`src/design/asp_pkg.sv`:
```
package asp_pkg;

  // Field widths of the streams and the configuration port.
  localparam int VALUE_BITS     = 24;
  localparam int SLOPE_BITS     = 32;
  localparam int DATA_BITS      = VALUE_BITS + SLOPE_BITS;
  localparam int CFG_INDEX_BITS = 3;
  localparam int CFG_DATA_BITS  = 24;

  // Width of the wide intermediate results before saturation.
  localparam int WIDE_BITS = 44;

  // Register indexes.
  localparam logic [CFG_INDEX_BITS-1:0] CFG_SCHEME    = 3'd0;
  localparam logic [CFG_INDEX_BITS-1:0] CFG_COURANT   = 3'd1;
  localparam logic [CFG_INDEX_BITS-1:0] CFG_WIDTH     = 3'd2;
  localparam logic [CFG_INDEX_BITS-1:0] CFG_INV_WIDTH = 3'd3;

  // Scheme codes.
  localparam logic [1:0] SCHEME_UPWIND     = 2'd0;
  localparam logic [1:0] SCHEME_FIVE_POINT = 2'd1;
  localparam logic [1:0] SCHEME_CIP        = 2'd2;

  typedef struct packed {
    logic [1:0]         scheme;
    logic signed [15:0] courant;
    logic [15:0]        cell_width;
    logic [23:0]        inv_width;
  } asp_cfg_t;

  // One cell update: values of cells i-2..i+2, slopes of cells i-1..i+1.
  typedef struct packed {
    logic [4:0][VALUE_BITS-1:0] fw;
    logic [2:0][SLOPE_BITS-1:0] gw;
    logic                       last;
  } asp_job_t;

  typedef enum logic [4:0] {
    BK_IDLE,
    BK_UP0, BK_UP1,
    BK_FP0, BK_FP1,
    BK_C0, BK_C1, BK_C2, BK_C3, BK_C4, BK_C5, BK_C6,
    BK_C7, BK_C8, BK_C9, BK_C10, BK_C11, BK_C12,
    BK_FIN
  } asp_state_t;

  // Load enables of the back end datapath.
  typedef struct packed {
    logic take;
    logic ld_prod;
    logic ld_acc;
    logic ld_t2;
    logic ld_t3;
    logic ld_a;
    logic ld_p;
    logic ld_dg;
    logic ld_df;
    logic ld_q;
    logic fin;
  } asp_ctl_t;

  // Add half an LSB, then shift right with floor.
  function automatic logic signed [59:0] rnd_shift(input logic signed [59:0] v,
                                                   input logic [4:0] n);
    logic signed [59:0] half;
    half = 60'sd1 <<< (n - 5'd1);
    return (v + half) >>> n;
  endfunction

  function automatic logic [VALUE_BITS-1:0] sat_value(input logic signed [WIDE_BITS-1:0] v);
    logic signed [WIDE_BITS-1:0] hi;
    logic signed [WIDE_BITS-1:0] lo;
    hi = (WIDE_BITS'(1) <<< (VALUE_BITS - 1)) - WIDE_BITS'(1);
    lo = -hi - WIDE_BITS'(1);
    if (v > hi) return hi[VALUE_BITS-1:0];
    else if (v < lo) return lo[VALUE_BITS-1:0];
    else return v[VALUE_BITS-1:0];
  endfunction

  function automatic logic [SLOPE_BITS-1:0] sat_slope(input logic signed [WIDE_BITS-1:0] v);
    logic signed [WIDE_BITS-1:0] hi;
    logic signed [WIDE_BITS-1:0] lo;
    hi = (WIDE_BITS'(1) <<< (SLOPE_BITS - 1)) - WIDE_BITS'(1);
    lo = -hi - WIDE_BITS'(1);
    if (v > hi) return hi[SLOPE_BITS-1:0];
    else if (v < lo) return lo[SLOPE_BITS-1:0];
    else return v[SLOPE_BITS-1:0];
  endfunction

endpackage

```
`src/design/asp_queue.sv`:
```
module asp_queue (
  input  logic              clk,
  input  logic              rst_n,
  input  logic              push_valid,
  output logic              push_ready,
  input  asp_pkg::asp_job_t push_job,
  output logic              pop_valid,
  input  logic              pop_ready,
  output asp_pkg::asp_job_t pop_job
);

  asp_pkg::asp_job_t mem_r [2];
  logic       wr_r, wr_nxt;
  logic       rd_r, rd_nxt;
  logic [1:0] cnt_r, cnt_nxt;
  logic       push, pop;

  assign push_ready = (cnt_r != 2'd2);
  assign pop_valid  = (cnt_r != 2'd0);
  assign pop_job    = mem_r[rd_r];
  assign push       = push_valid && push_ready;
  assign pop        = pop_valid && pop_ready;

  // Pointer and fill count.
  always_comb begin
    wr_nxt  = push ? ~wr_r : wr_r;
    rd_nxt  = pop ? ~rd_r : rd_r;
    cnt_nxt = cnt_r;
    if (push && !pop) cnt_nxt = cnt_r + 2'd1;
    else if (pop && !push) cnt_nxt = cnt_r - 2'd1;
  end

  always_ff @(posedge clk) begin
    if (!rst_n) begin
      wr_r  <= 1'b0;
      rd_r  <= 1'b0;
      cnt_r <= 2'd0;
    end else begin
      wr_r  <= wr_nxt;
      rd_r  <= rd_nxt;
      cnt_r <= cnt_nxt;
    end
  end

  always_ff @(posedge clk) begin
    if (push) mem_r[wr_r] <= push_job;
  end

endmodule

```
`config.mk`:
```
export PLATFORM = sky130hd
export DESIGN_NAME = asp_queue
export DESIGN_NICKNAME = d
export VERILOG_FILES = /design/src/design/asp_pkg.sv /design/src/design/asp_queue.sv
export SDC_FILE = /design/constraint.sdc
export NUM_CORES = 1
export LEC_CHECK = 0
export ABC_AREA = 1
export BUFFER_PORTS_ARGS = -buffer_cell sky130_fd_sc_hd__buf_2
export CAP_MARGIN = 20
export CORE_ASPECT_RATIO = 0.9
export CORE_UTILIZATION = 52
export DETAILED_ROUTE_END_ITERATION = 16
export PLACE_DENSITY_LB_ADDON = 0.05
export RECOVER_POWER = 25
export SYNTH_ARGS = -nofsm -noshare
export SYNTH_HDL_FRONTEND = slang
export SYNTH_SLANG_ARGS = --single-unit
```
`constraint.sdc`:
```
create_clock -name clk -period 13.7 [get_ports clk]
set_clock_uncertainty 0.05 [all_clocks]
set_input_delay 2.74 -clock clk [delete_from_list [all_inputs] [get_ports clk]]
set_output_delay 2.74 -clock clk [all_outputs]
set_load 0.005 [all_outputs]
```
==> impl_metrics.py <==
metrics = {
    "outcome": {
        "status": "completed",
    },
    "critical_path": {
        "ff2ff_path_depth": 6,
        "rrSetupSlack_ns": 10.21,
        "worst_setup_path_start_kind": "flop",
        "r2r-start": "cnt_r[0]",
        "crit_path_end_kind": "output pin",
        "crit_end": "pop_job[209]",
        "crit_type": "reg2out",
        "rr_endpoint": "mem_r[1][159]",
        "cp_data_arrival_time_ns": 3.64,
        "path_max_fanout": 54,
        "crit_required_ns": 10.91,
    },
    "drt": {
        "wl_per_cell_um": 20.3,
        "final_antenna_net_count": 0,
        "wirelength_um": 33300,
        "viasPerCell": 5.00,
        "maxUsedRoutingLayer": "met5",
        "wl_met3_um": 3460,
        "wl_met1_um": 12600,
        "drt_iter0_markers": 490,
        "dr_wl_met2_um": 16200,
        "dr.pass1.iters": 6,
        "vias": 8182,
        "drt_drc_violations_left": 0,
    },
    "synthesis": {
        "yosys_warnings": 0,
        "synth_seq_cells": 439,
        "synth_area_mm2": 0.0164,
        "synth_compound_area_share_pct": 0.137,
        "muxShareOfSynthArea_pct": 17.8,
        "avgSynthCellArea_um2": 23.1,
        "synth_xor_xnor_area_share_pct": 0,
        "synth_nets": 934,
        "synth_top_family_by_area": "multiplexers",
        "synth_cell_types": 15,
        "synth_fa_ha_area_share_pct": 0.0762,
        "seq_area_frac_synth_pct": 80.0,
        "synthCells": 712,
        "synth_simple_gate_area_share_pct": 0.457,
    },
    "sta": {
        "postLayoutSetupSlackWorst_ns": 7.27,
        "tns_ns": 0,
        "hold_viol": 0,
        "maxSlewHeadroom_pct": 25.6,
        "slew_viol_final": 0,
        "timing.final.crit_share_pct": 47.0,
        "grt_setup_unrepaired": "false",
        "setup_viol": 0,
        "worst_hold_slack_ns": 0.449,
        "worst_pin_slew_ns": 1.12,
        "fmax_ghz": 0.155,
        "min_period_ns": 6.43,
    },
    "floorplanning": {
        "start_util_pct": 53.0,
        "core_mm2": 0.0310,
        "row_count": 61,
        "ios": 440,
        "dieWidth_um": 189,
        "dieArea_mm2": 0.0323,
        "die_h_um": 171,
    },
    "finish": {
        "drive_gt1_share_pct": 57.9,
        "finalNonFillerCells": 1638,
        "register_area_mm2": 0.0131,
        "multi_input_area_mm2": 0.00306,
        "num-fill-cells": 2207,
        "fin_util_pct": 65.6,
        "nNetsFinal": 1406,
        "final_area_mm2": 0.0203,
        "areaGrowthSynthToFinish_pct": 23.7,
    },
    "placed_design": {
        "io_buffers": 439,
        "routabilityCongestion": 0.758,
        "placed_area_mm2": 0.0190,
        "dpl.hpwl_um": 22800,
        "post-place-cells": 1546,
        "pre_cts_ws_ns": 7.77,
    },
    "flow_run": {
        "max_cap_violations": 0,
    },
    "clock_tree": {
        "cts_root_buf": "clkbuf_16",
        "cts_resized": 0,
        "htree_levels": 2,
        "postCtsSetupBuffers": 0,
        "worstSkewPairLatency_ns": 0.52,
        "cts_tree": "built",
        "cts_buffer_depth": 3,
        "clock-sinks": 439,
        "cts_made_buffers": 45,
        "cts_hold_buf": 0,
        "clk_pin_slew_worst_paths_ns": 0.06,
    },
    "global_routing": {
        "grt_pass1_vias": 8217,
        "grt_overflow_total": 0,
        "antenna_found_initial": 15,
        "grt.total_usage_pct": 20.1,
        "grt_pass1_wl_um": 47900,
        "grt_max_degree": 81,
    },
    "power_and_ir_drop": {
        "ir_worst_vdd_mv": 0.118,
        "finalPower_mw": 3.64,
        "power_density_mw_per_mm2": 179,
        "leakage_nw": 7.77,
    },
    "hold_path": {
        "hold_class": "reg2reg",
    },
}
[report_power, final]
group	switching, mW	internal, mW	total [mW]
clock	0.473	0.621	1.09
sequential	0.0589	1.70	1.76
combinational	0.376	0.408	0.784
total	0.909	2.73	3.64
[logic make-up after synthesis]
logic type,after synthesis
adder cells (fa/ha/maj),1
AO/OA/AOI/OAI,4
buffers and inverters,32
multiplexers,217
flip-flops,439
AND/OR/NAND/NOR,19
[per-layer routing]
layer | up-vias | global-route usage (%)
met5 | - | 0
li1 | 3785 | -
met2 | 345 | 32.5
met1 | 3987 | 24.1
met4 | 6 | 9.05
met3 | 59 | 7.69
[sequential cells by signal (all words and copies together) (netlist names), named ones only]
register / cells
mem_r: 434
cnt_r: 2
rd_r: 1
wr_r: 1
[critical path, cell delays in order (launching register included)]
cell     delay (ns)
dfxtp_4        0.77
buf_4          0.83
buf_4          0.87
mux2_2         0.41
buf_2          0.13
[worst min path at each step]
stage | start | end | slack [ns] | cells past startpoint
floorplan | rd_r | flop | 0.42 | 2
detailed placement | rd_r | flop | 0.44 | 2
global placement | rd_r | rd_r | 0.43 | 2
global route | rd_r | rd_r | 0.49 | 2
finish | rd_r | flop | 0.45 | 2
CTS | rd_r | flop | 0.45 | 2
[Yosys cell counts]
cell      instances  area, um2
buf_2             8       40.0
ha_1              1       12.5
mux2_4          130       1950
edfxtp_1        434      13000
a21oi_1           1       5.00
inv_1             8       30.0
mux2_2           87        980
dfxtp_1           5        100
nor2_1            8       30.0
nand3_1           1       5.00
nand4_1           1       6.26
nand2_1           9       33.8
o21a_1            1       7.51
o21ai_0           2       10.0
buf_6            16        180
[cell usage in the layout, fill, tap and decap left out]
cell type   netlist  routed
clkbuf_16         0      45
nand2_1           9       9
mux2_2           87      87
inv_1             8       8
o21ai_0           2       2
a21oi_1           1       1
ha_1              1       1
buf_2             8     409
clkinv_2          0      12
bufinv_16         0       1
nor2_1            8       6
o21a_1            1       1
nand4_1           1       1
clkinv_4          0       1
clkinv_1          0       6
mux2_4          130     130
buf_4             0      10
nor2_4            0       2
edfxtp_1        434     434
clkinvlp_4        0       5
diode_2           0      14
dfxtp_1           5       4
nand3_1           1       1
clkbuf_1          0      38
dfxtp_4           0       1
[area by class of cell]
| cell class | count | share of cell area [%] |
|---|---|---|
| clock buffers | 53 | 5.69 |
| repair buffers | 449 | 11.0 |
| multi-input cells | 241 | 15.0 |
| diodes | 14 | 0.172 |
| inverters | 8 | 0.148 |
| clock inverters | 25 | 0.782 |
| flip-flops and latches | 439 | 64.6 |
| well taps | 409 | 2.52 |
Power figures use the tool's default switching activity.
