File: config.mk
export PLATFORM = sky130hd
export DESIGN_NAME = asp_back
export DESIGN_NICKNAME = d
export VERILOG_FILES = /design/src/design/asp_pkg.sv /design/src/design/asp_back.sv
export SDC_FILE = /design/constraint.sdc
export NUM_CORES = 2
export LEC_CHECK = 0
export BUFFER_PORTS_ARGS = -buffer_cell sky130_fd_sc_hd__buf_2
export CORE_ASPECT_RATIO = 1.4
export CORE_UTILIZATION = 43
export DETAILED_ROUTE_END_ITERATION = 8
export GPL_ROUTABILITY_DRIVEN = 0
export GPL_TIMING_DRIVEN = 0
export PLACE_DENSITY = 0.63
export SLEW_MARGIN = 30
export SYNTH_ARGS = -nofsm -noshare
export SYNTH_HDL_FRONTEND = slang
export SYNTH_SLANG_ARGS = --single-unit
File: constraint.sdc
create_clock -name clk -period 25.5 [get_ports clk]
set_input_delay 7.65 -clock clk [delete_from_list [all_inputs] [get_ports clk]]
set_output_delay 7.65 -clock clk [all_outputs]
set_load 0.1 [all_outputs]
File: src/design/asp_pkg.sv
package asp_pkg;

  // Field widths of the streams and the configuration port.
  localparam int VALUE_BITS     = 24;
  localparam int SLOPE_BITS     = 32;
  localparam int DATA_BITS      = VALUE_BITS + SLOPE_BITS;
  localparam int CFG_INDEX_BITS = 3;
  localparam int CFG_DATA_BITS  = 24;

  // Width of the wide intermediate results before saturation.
  localparam int WIDE_BITS = 44;

  // Register indexes.
  localparam logic [CFG_INDEX_BITS-1:0] CFG_SCHEME    = 3'd0;
  localparam logic [CFG_INDEX_BITS-1:0] CFG_COURANT   = 3'd1;
  localparam logic [CFG_INDEX_BITS-1:0] CFG_WIDTH     = 3'd2;
  localparam logic [CFG_INDEX_BITS-1:0] CFG_INV_WIDTH = 3'd3;

  // Scheme codes.
  localparam logic [1:0] SCHEME_UPWIND     = 2'd0;
  localparam logic [1:0] SCHEME_FIVE_POINT = 2'd1;
  localparam logic [1:0] SCHEME_CIP        = 2'd2;

  typedef struct packed {
    logic [1:0]         scheme;
    logic signed [15:0] courant;
    logic [15:0]        cell_width;
    logic [23:0]        inv_width;
  } asp_cfg_t;

  // One cell update: values of cells i-2..i+2, slopes of cells i-1..i+1.
  typedef struct packed {
    logic [4:0][VALUE_BITS-1:0] fw;
    logic [2:0][SLOPE_BITS-1:0] gw;
    logic                       last;
  } asp_job_t;

  typedef enum logic [4:0] {
    BK_IDLE,
    BK_UP0, BK_UP1,
    BK_FP0, BK_FP1,
    BK_C0, BK_C1, BK_C2, BK_C3, BK_C4, BK_C5, BK_C6,
    BK_C7, BK_C8, BK_C9, BK_C10, BK_C11, BK_C12,
    BK_FIN
  } asp_state_t;

  // Load enables of the back end datapath.
  typedef struct packed {
    logic take;
    logic ld_prod;
    logic ld_acc;
    logic ld_t2;
    logic ld_t3;
    logic ld_a;
    logic ld_p;
    logic ld_dg;
    logic ld_df;
    logic ld_q;
    logic fin;
  } asp_ctl_t;

  // Add half an LSB, then shift right with floor.
  function automatic logic signed [59:0] rnd_shift(input logic signed [59:0] v,
                                                   input logic [4:0] n);
    logic signed [59:0] half;
    half = 60'sd1 <<< (n - 5'd1);
    return (v + half) >>> n;
  endfunction

  function automatic logic [VALUE_BITS-1:0] sat_value(input logic signed [WIDE_BITS-1:0] v);
    logic signed [WIDE_BITS-1:0] hi;
    logic signed [WIDE_BITS-1:0] lo;
    hi = (WIDE_BITS'(1) <<< (VALUE_BITS - 1)) - WIDE_BITS'(1);
    lo = -hi - WIDE_BITS'(1);
    if (v > hi) return hi[VALUE_BITS-1:0];
    else if (v < lo) return lo[VALUE_BITS-1:0];
    else return v[VALUE_BITS-1:0];
  endfunction

  function automatic logic [SLOPE_BITS-1:0] sat_slope(input logic signed [WIDE_BITS-1:0] v);
    logic signed [WIDE_BITS-1:0] hi;
    logic signed [WIDE_BITS-1:0] lo;
    hi = (WIDE_BITS'(1) <<< (SLOPE_BITS - 1)) - WIDE_BITS'(1);
    lo = -hi - WIDE_BITS'(1);
    if (v > hi) return hi[SLOPE_BITS-1:0];
    else if (v < lo) return lo[SLOPE_BITS-1:0];
    else return v[SLOPE_BITS-1:0];
  endfunction

endpackage

File: src/design/asp_back.sv
module asp_back (
  input  logic              clk,
  input  logic              rst_n,
  input  asp_pkg::asp_cfg_t cfg,
  input  logic              job_valid,
  output logic              job_ready,
  input  asp_pkg::asp_job_t job,
  output logic              out_valid,
  input  logic              out_ready,
  output logic [asp_pkg::VALUE_BITS-1:0] out_value,
  output logic [asp_pkg::SLOPE_BITS-1:0] out_slope,
  output logic              out_last
);

  localparam int W = asp_pkg::WIDE_BITS;

  asp_pkg::asp_state_t state_r, state_nxt;
  asp_pkg::asp_ctl_t   ctl;
  asp_pkg::asp_job_t   job_r;

  logic signed [58:0] prod_r, acc_r, mul;
  logic signed [33:0] opa;
  logic signed [24:0] opb;
  logic signed [17:0] t2_r, t3_r;
  logic signed [27:0] a_r;
  logic signed [33:0] p_r;
  logic signed [35:0] dg_r;
  logic signed [W-1:0] df_r;
  logic signed [26:0] q_r;
  logic out_valid_r;
  logic [asp_pkg::VALUE_BITS-1:0] out_value_r;
  logic [asp_pkg::SLOPE_BITS-1:0] out_slope_r;
  logic out_last_r;

  // Operands taken from the held update.
  logic signed [asp_pkg::VALUE_BITS-1:0] fm2, fm1, f, fp1, fp2, fu;
  logic signed [asp_pkg::SLOPE_BITS-1:0] g, gu;
  logic               s_pos;
  logic signed [17:0] t;
  logic signed [24:0] c25, t25, t2_25, t3_25, h25, inv25;
  logic signed [24:0] k1, k2, ka, kb, kc, kd;
  logic signed [25:0] dff;
  logic signed [26:0] up_a;
  logic signed [26:0] up_b;
  logic signed [29:0] fp_a, fp_b;
  logic signed [59:0] sum60, r15p, r15s, r16p, r16s, r17s, r10p;
  logic signed [W-1:0] x16, y10, nf, ng;
  logic               out_load;

  always_comb begin
    fm2 = job_r.fw[0];
    fm1 = job_r.fw[1];
    f   = job_r.fw[2];
    fp1 = job_r.fw[3];
    fp2 = job_r.fw[4];
    g   = job_r.gw[1];
    s_pos = (cfg.courant > 16'sd0);
    fu  = s_pos ? fm1 : fp1;
    gu  = s_pos ? $signed(job_r.gw[0]) : $signed(job_r.gw[2]);
    t   = cfg.courant[15] ? -18'(cfg.courant) : 18'(cfg.courant);

    c25   = 25'(cfg.courant);
    t25   = 25'(t);
    t2_25 = 25'(t2_r);
    t3_25 = 25'(t3_r);
    h25   = $signed({9'd0, cfg.cell_width});
    inv25 = $signed({1'b0, cfg.inv_width});

    // Polynomial weights of the cubic in the Courant magnitude.
    k1 = t3_25 - (t2_25 <<< 1) + t25;
    k2 = t3_25 - t2_25;
    ka = (t3_25 <<< 1) - (t2_25 <<< 1) - t2_25;
    kb = (t2_25 <<< 1) + t2_25 - (t25 <<< 2);
    kc = (t2_25 <<< 1) + t2_25 - (t25 <<< 1);
    kd = ((t2_25 - t25) <<< 2) + ((t2_25 - t25) <<< 1);
    dff = 26'(f) - 26'(fu);

    up_a = 27'(fm1) - 27'(fp1);
    up_b = 27'(fm1) + 27'(fp1) - (27'(f) <<< 1);
    fp_a = 30'(fm2) - ((30'(fm1) - 30'(fp1)) <<< 2) - 30'(fp2);
    fp_b = 30'(fm2) - ((30'(fm1) + 30'(fp1)) <<< 2) + (30'(f) <<< 2) + (30'(f) <<< 1)
           + 30'(fp2);
  end

  // Shared multiplier.
  assign mul = opa * opb;

  // Rounded forms of the product and of the accumulated sum.
  always_comb begin
    sum60 = 60'(acc_r) + 60'(prod_r);
    r15p  = asp_pkg::rnd_shift(60'(prod_r), 5'd15);
    r15s  = asp_pkg::rnd_shift(sum60, 5'd15);
    r16p  = asp_pkg::rnd_shift(60'(prod_r), 5'd16);
    r16s  = asp_pkg::rnd_shift(sum60, 5'd16);
    r17s  = asp_pkg::rnd_shift(sum60, 5'd17);
    r10p  = asp_pkg::rnd_shift(60'(prod_r), 5'd10);
    x16   = r16p[W-1:0];
    y10   = r10p[W-1:0];
  end

  // Final value and slope of the update.
  always_comb begin
    ng = W'(g);
    unique case (cfg.scheme)
      asp_pkg::SCHEME_FIVE_POINT: nf = W'(f) - r17s[W-1:0];
      asp_pkg::SCHEME_CIP: begin
        nf = W'(f) + df_r;
        ng = s_pos ? (W'(g) + W'(dg_r) - y10) : (W'(g) + W'(dg_r) + y10);
      end
      default: nf = W'(f) + r16s[W-1:0];
    endcase
  end

  assign out_load = ctl.fin && (!out_valid_r || out_ready);

  // Next state of the sequencer.
  always_comb begin
    state_nxt = state_r;
    unique case (state_r)
      asp_pkg::BK_IDLE: begin
        if (job_valid) begin
          if (cfg.scheme == asp_pkg::SCHEME_CIP) state_nxt = asp_pkg::BK_C0;
          else if (cfg.scheme == asp_pkg::SCHEME_FIVE_POINT) state_nxt = asp_pkg::BK_FP0;
          else state_nxt = asp_pkg::BK_UP0;
        end
      end
      asp_pkg::BK_UP0: state_nxt = asp_pkg::BK_UP1;
      asp_pkg::BK_UP1: state_nxt = asp_pkg::BK_FIN;
      asp_pkg::BK_FP0: state_nxt = asp_pkg::BK_FP1;
      asp_pkg::BK_FP1: state_nxt = asp_pkg::BK_FIN;
      asp_pkg::BK_C0:  state_nxt = asp_pkg::BK_C1;
      asp_pkg::BK_C1:  state_nxt = asp_pkg::BK_C2;
      asp_pkg::BK_C2:  state_nxt = asp_pkg::BK_C3;
      asp_pkg::BK_C3:  state_nxt = asp_pkg::BK_C4;
      asp_pkg::BK_C4:  state_nxt = asp_pkg::BK_C5;
      asp_pkg::BK_C5:  state_nxt = asp_pkg::BK_C6;
      asp_pkg::BK_C6:  state_nxt = asp_pkg::BK_C7;
      asp_pkg::BK_C7:  state_nxt = asp_pkg::BK_C8;
      asp_pkg::BK_C8:  state_nxt = asp_pkg::BK_C9;
      asp_pkg::BK_C9:  state_nxt = asp_pkg::BK_C10;
      asp_pkg::BK_C10: state_nxt = asp_pkg::BK_C11;
      asp_pkg::BK_C11: state_nxt = asp_pkg::BK_C12;
      asp_pkg::BK_C12: state_nxt = asp_pkg::BK_FIN;
      asp_pkg::BK_FIN: if (out_load) state_nxt = asp_pkg::BK_IDLE;
      default:         state_nxt = asp_pkg::BK_IDLE;
    endcase
  end

  // Operand selection and load enables for each step.
  always_comb begin
    ctl = '0;
    opa = '0;
    opb = '0;
    unique case (state_r)
      asp_pkg::BK_IDLE: ctl.take = 1'b1;
      asp_pkg::BK_UP0: begin
        ctl.ld_prod = 1'b1; opa = 34'(up_a); opb = c25;
      end
      asp_pkg::BK_UP1: begin
        ctl.ld_prod = 1'b1; ctl.ld_acc = 1'b1; opa = 34'(up_b); opb = t25;
      end
      asp_pkg::BK_FP0: begin
        ctl.ld_prod = 1'b1; opa = 34'(fp_a); opb = c25;
      end
      asp_pkg::BK_FP1: begin
        ctl.ld_prod = 1'b1; ctl.ld_acc = 1'b1; opa = 34'(fp_b); opb = t25;
      end
      asp_pkg::BK_C0: begin
        ctl.ld_prod = 1'b1; opa = 34'(t); opb = t25;
      end
      asp_pkg::BK_C1: ctl.ld_t2 = 1'b1;
      asp_pkg::BK_C2: begin
        ctl.ld_prod = 1'b1; opa = 34'(t2_r); opb = t25;
      end
      asp_pkg::BK_C3: ctl.ld_t3 = 1'b1;
      asp_pkg::BK_C4: begin
        ctl.ld_prod = 1'b1; opa = 34'(dff); opb = ka;
      end
      asp_pkg::BK_C5: begin
        ctl.ld_a = 1'b1; ctl.ld_prod = 1'b1; opa = 34'(g); opb = k1;
      end
      asp_pkg::BK_C6: begin
        ctl.ld_acc = 1'b1; ctl.ld_prod = 1'b1; opa = 34'(gu); opb = k2;
      end
      asp_pkg::BK_C7: begin
        ctl.ld_p = 1'b1; ctl.ld_prod = 1'b1; opa = 34'(g); opb = kb;
      end
      asp_pkg::BK_C8: begin
        ctl.ld_acc = 1'b1; ctl.ld_prod = 1'b1; opa = 34'(gu); opb = kc;
      end
      asp_pkg::BK_C9: begin
        ctl.ld_dg = 1'b1; ctl.ld_prod = 1'b1; opa = p_r; opb = h25;
      end
      asp_pkg::BK_C10: begin
        ctl.ld_df = 1'b1; ctl.ld_prod = 1'b1; opa = 34'(dff); opb = kd;
      end
      asp_pkg::BK_C11: ctl.ld_q = 1'b1;
      asp_pkg::BK_C12: begin
        ctl.ld_prod = 1'b1; opa = 34'(q_r); opb = inv25;
      end
      asp_pkg::BK_FIN: ctl.fin = 1'b1;
      default: ctl = '0;
    endcase
  end

  assign job_ready = ctl.take;

  always_ff @(posedge clk) begin
    if (!rst_n) begin
      state_r     <= asp_pkg::BK_IDLE;
      out_valid_r <= 1'b0;
    end else begin
      state_r <= state_nxt;
      if (out_load) out_valid_r <= 1'b1;
      else if (out_ready) out_valid_r <= 1'b0;
    end
  end

  // Datapath registers.
  always_ff @(posedge clk) begin
    if (ctl.take && job_valid) job_r <= job;
    if (ctl.ld_prod) prod_r <= mul;
    if (ctl.ld_acc) acc_r <= prod_r;
    if (ctl.ld_t2) t2_r <= r15p[17:0];
    if (ctl.ld_t3) t3_r <= r15p[17:0];
    if (ctl.ld_a) a_r <= r15p[27:0];
    if (ctl.ld_p) p_r <= r15s[33:0];
    if (ctl.ld_dg) dg_r <= r15s[35:0];
    if (ctl.ld_df) df_r <= s_pos ? (W'(a_r) - x16) : (W'(a_r) + x16);
    if (ctl.ld_q) q_r <= r15p[26:0];
    if (out_load) begin
      out_value_r <= asp_pkg::sat_value(nf);
      out_slope_r <= asp_pkg::sat_slope(ng);
      out_last_r  <= job_r.last;
    end
  end

  assign out_valid = out_valid_r;
  assign out_value = out_value_r;
  assign out_slope = out_slope_r;
  assign out_last  = out_last_r;

endmodule

==> flow_summary.json <==
{
  "clk-insertion-delay-late_ns": 0.71,
  "synth_xor_area_share_pct": 8.49,
  "async_flop_share_pct": 0,
  "skew_ns": 0.0663,
  "fin_area_sq_mm": 0.0989,
  "io_pins": 338,
  "rows": 198,
  "clkSinkCount": 603,
  "wirelength_um": 362000,
  "required_ns": 25.89,
  "cts_setup_buffers": 0,
  "seq_area_frac_synth_pct": 19.9,
  "outcome": "completed",
  "setup_viol": 0,
  "netlist_instances": 10100,
  "rsz0062_at_grt": "no",
  "path_common_cell": "fa_1",
  "dieWidth_um": 390,
  "layout.nets": 12600,
  "syn_to_final_growth_pct": 9.33,
  "slew_viol_final": 0,
  "syn_avg_cell_area_sq_um": 8.99,
  "slew_headroom_pct": 18.1,
  "hold_viol_final": 0,
  "crit_fanout": 10,
  "netlist_top_cells_area": "fa_1 23%, edfxtp_1 20%, ha_1 11%, inv_1 6.1%, xnor2_1 5.9%",
  "viasPerCell": 5.94,
  "track_usage_pct": 33.8,
  "num_vias": 79600,
  "synthesis.area_sq_mm": 0.0905,
  "crit_path_max_incr_delay_ns": 0.88,
  "cts_tree": "built",
  "max_cap_viol_count": 0,
  "path_clk_slew_ns": 0.07,
  "synth-adder-area-share_pct": 33.3,
  "synth-seq-cells": 603,
  "dieArea_sq_mm": 0.212,
  "post-route-util_pct": 47.5,
  "worst_ep_arrival_time_ns": 25.37,
  "startpoint_type": "input pin",
  "clockBufferDepth": 3,
  "synthMuxAreaShare_pct": 0.951,
  "fmax_mhz": 40.0,
  "yosysWarnings": 0,
  "synth-simple-area-share_pct": 15.3,
  "synth_top_area_share_pct": 22.7,
  "port_buffers": 336,
  "drtIter0Drc": 8687,
  "grt_max_degree": 56,
  "wire_per_inst_um": 27.0,
  "ant_nets": 0,
  "grt_overflow": 0,
  "setup_tns_ns": 0,
  "min_period_ns": 24.98,
  "synth_top_area_cell": "fa_1",
  "antenna_found_initial": 29,
  "drive_above_1_share_pct": 7.15,
  "drc": 0,
  "endpoint_kind": "register",
  "timing_worst_slew_pin_value_ns": 1.22,
  "drtPass1Iterations": 9,
  "grt_pass1_vias": 80500,
  "fin_crit_sh_pct": 98.0,
  "synth_top_family_by_area": "adder cells",
  "critPathSlowestCell": "fa_1",
  "fp.dieH_um": 545,
  "crit_type": "in2reg",
  "ys.flop_type": "edfxtp_1",
  "hold_path_class": "reg2reg",
  "h-tree-depth": 2,
  "dp_hpwl_um": 301000,
  "start_util_pct": 43.4,
  "clock-root-buffer": "clkbuf_16",
  "synth-compound-area-share_pct": 14.4,
  "cts_made_buffers": 54,
  "core_sq_mm": 0.208,
  "synthDistinctLibCells": 115,
  "grt_pass1_wl_um": 523000,
  "setup_slack_ns": 0.518,
  "synth_edf_count": 597,
  "dpl_worst_slack_ns": 0.316,
  "placed_area_sq_mm": 0.0968
}
[worst max-delay path: cells and delay by family]
family	cells	cell delay, ns
AO/OA/AOI/OAI	24	5.97
adder cells (fa/ha/maj)	10	5.22
buffers and inverters	11	3.08
AND/OR/NAND/NOR	10	2.98
XOR/XNOR	2	0.31
[layout make-up]
cell class / count / area, sq um
inverter: 1473 / 5530
sequential: 603 / 18000
timing repair buffer: 410 / 2500
multi-input combinational: 7655 / 66000
fill: 19700 / 109000
buffer: 346 / 1390
antenna: 30 / 75.1
tap: 2800 / 3500
clock inverter: 44 / 557
clock buffer: 55 / 1360
[flip-flops by register name, summed over array words and instances, names as in the netlist]
register   cells
a_r           28
p_r           34
f             24
fp2           24
out_value     24
t2_r          18
out_slope     32
fm2           24
fm1           24
acc_r         59
job_r         65
g             32
out_last       1
df_r          44
t3_r          18
out_valid      1
fp1           24
prod_r        59
state_r        5
q_r           27
dg_r          36
[cells in the final DEF (no fill, tap or decap), drive strengths merged, types with 38 or more instances in the layout]
cell	netlist	layout
inv	1472	1478
nand2	1051	1051
fa	1028	1028
ha	761	761
nor2	658	658
xnor2	605	605
edfxtp	597	597
a21oi	576	576
buf	54	464
o21ai	421	421
clkbuf	292	347
xor2	270	270
a21o	207	207
nand3	194	194
nor3	189	189
and2	146	146
nor2b	125	125
nand2b	114	114
and3	98	98
o21bai	97	97
nand4	93	93
a31oi	85	85
mux2i	68	68
o21a	63	63
nor4	57	57
a211oi	48	48
a21boi	46	46
or2	46	46
or3	45	45
a221oi	45	45
o211ai	41	41
o31ai	38	38
[per-stage QoR]
| stage | cells | hold slack [ns] |
|---|---|---|
| 3_3_place_gp | 13200 | 0.421 |
| 5_1_grt | 13400 | 0.401 |
| 4_1_cts | 13400 | 0.409 |
| 6_report | 13400 | 0.384 |
| 2_1_floorplan | 10100 | 0.400 |
| 3_5_place_dp | 13300 | 0.411 |
[final timing paths]
path	slack, ns	from	cells past startpoint	to
worst max-delay path	0.52	cfg[45]	57	prod_r[56]
worst min-delay path	0.38	job_r[0]	0	out_last
worst max register to register	7.86	fm1[0]	56	prod_r[57]
worst min register to register	0.38	job_r[0]	0	out_last
[what timing repair did]
action | CTS | global route
hold buffers | 0 | 0
endpoints found under the setup margin | 0 | 5
hold endpoints to repair | 0 | 0
gates resized for setup | 0 | 4
[metal layers]
metal	GRT usage [%]	routed length [um]	up-vias
li1	-	-	34900
met1	37.1	124000	38700
met2	54.8	162000	4650
met3	8.71	37300	1417
met4	28.5	38600	8
met5	1.09	352	-
[synthesized netlist by cell type, types with 191 or more instances]
cell type,count
a21oi_1,554
nand2_1,1050
o21ai_0,407
fa_1,1028
xor2_1,269
nand3_1,191
a21o_1,207
inv_1,1472
nor2_1,655
clkbuf_1,292
edfxtp_1,597
xnor2_1,605
ha_1,761
[logic make-up (layout without fill, tap and decap cells)]
group           Yosys count  count (layout)
compound gates         1986            1986
xor+xnor                875             875
fa+ha+maj              1796            1796
buf+inv                1819            2328
flops                   603             603
mux                      84              84
other cells               1              38
simple gates           2906            2906
Power is not shown: default switching activity piles up to over one toggle a cycle in this logic, so the estimate is an artifact.
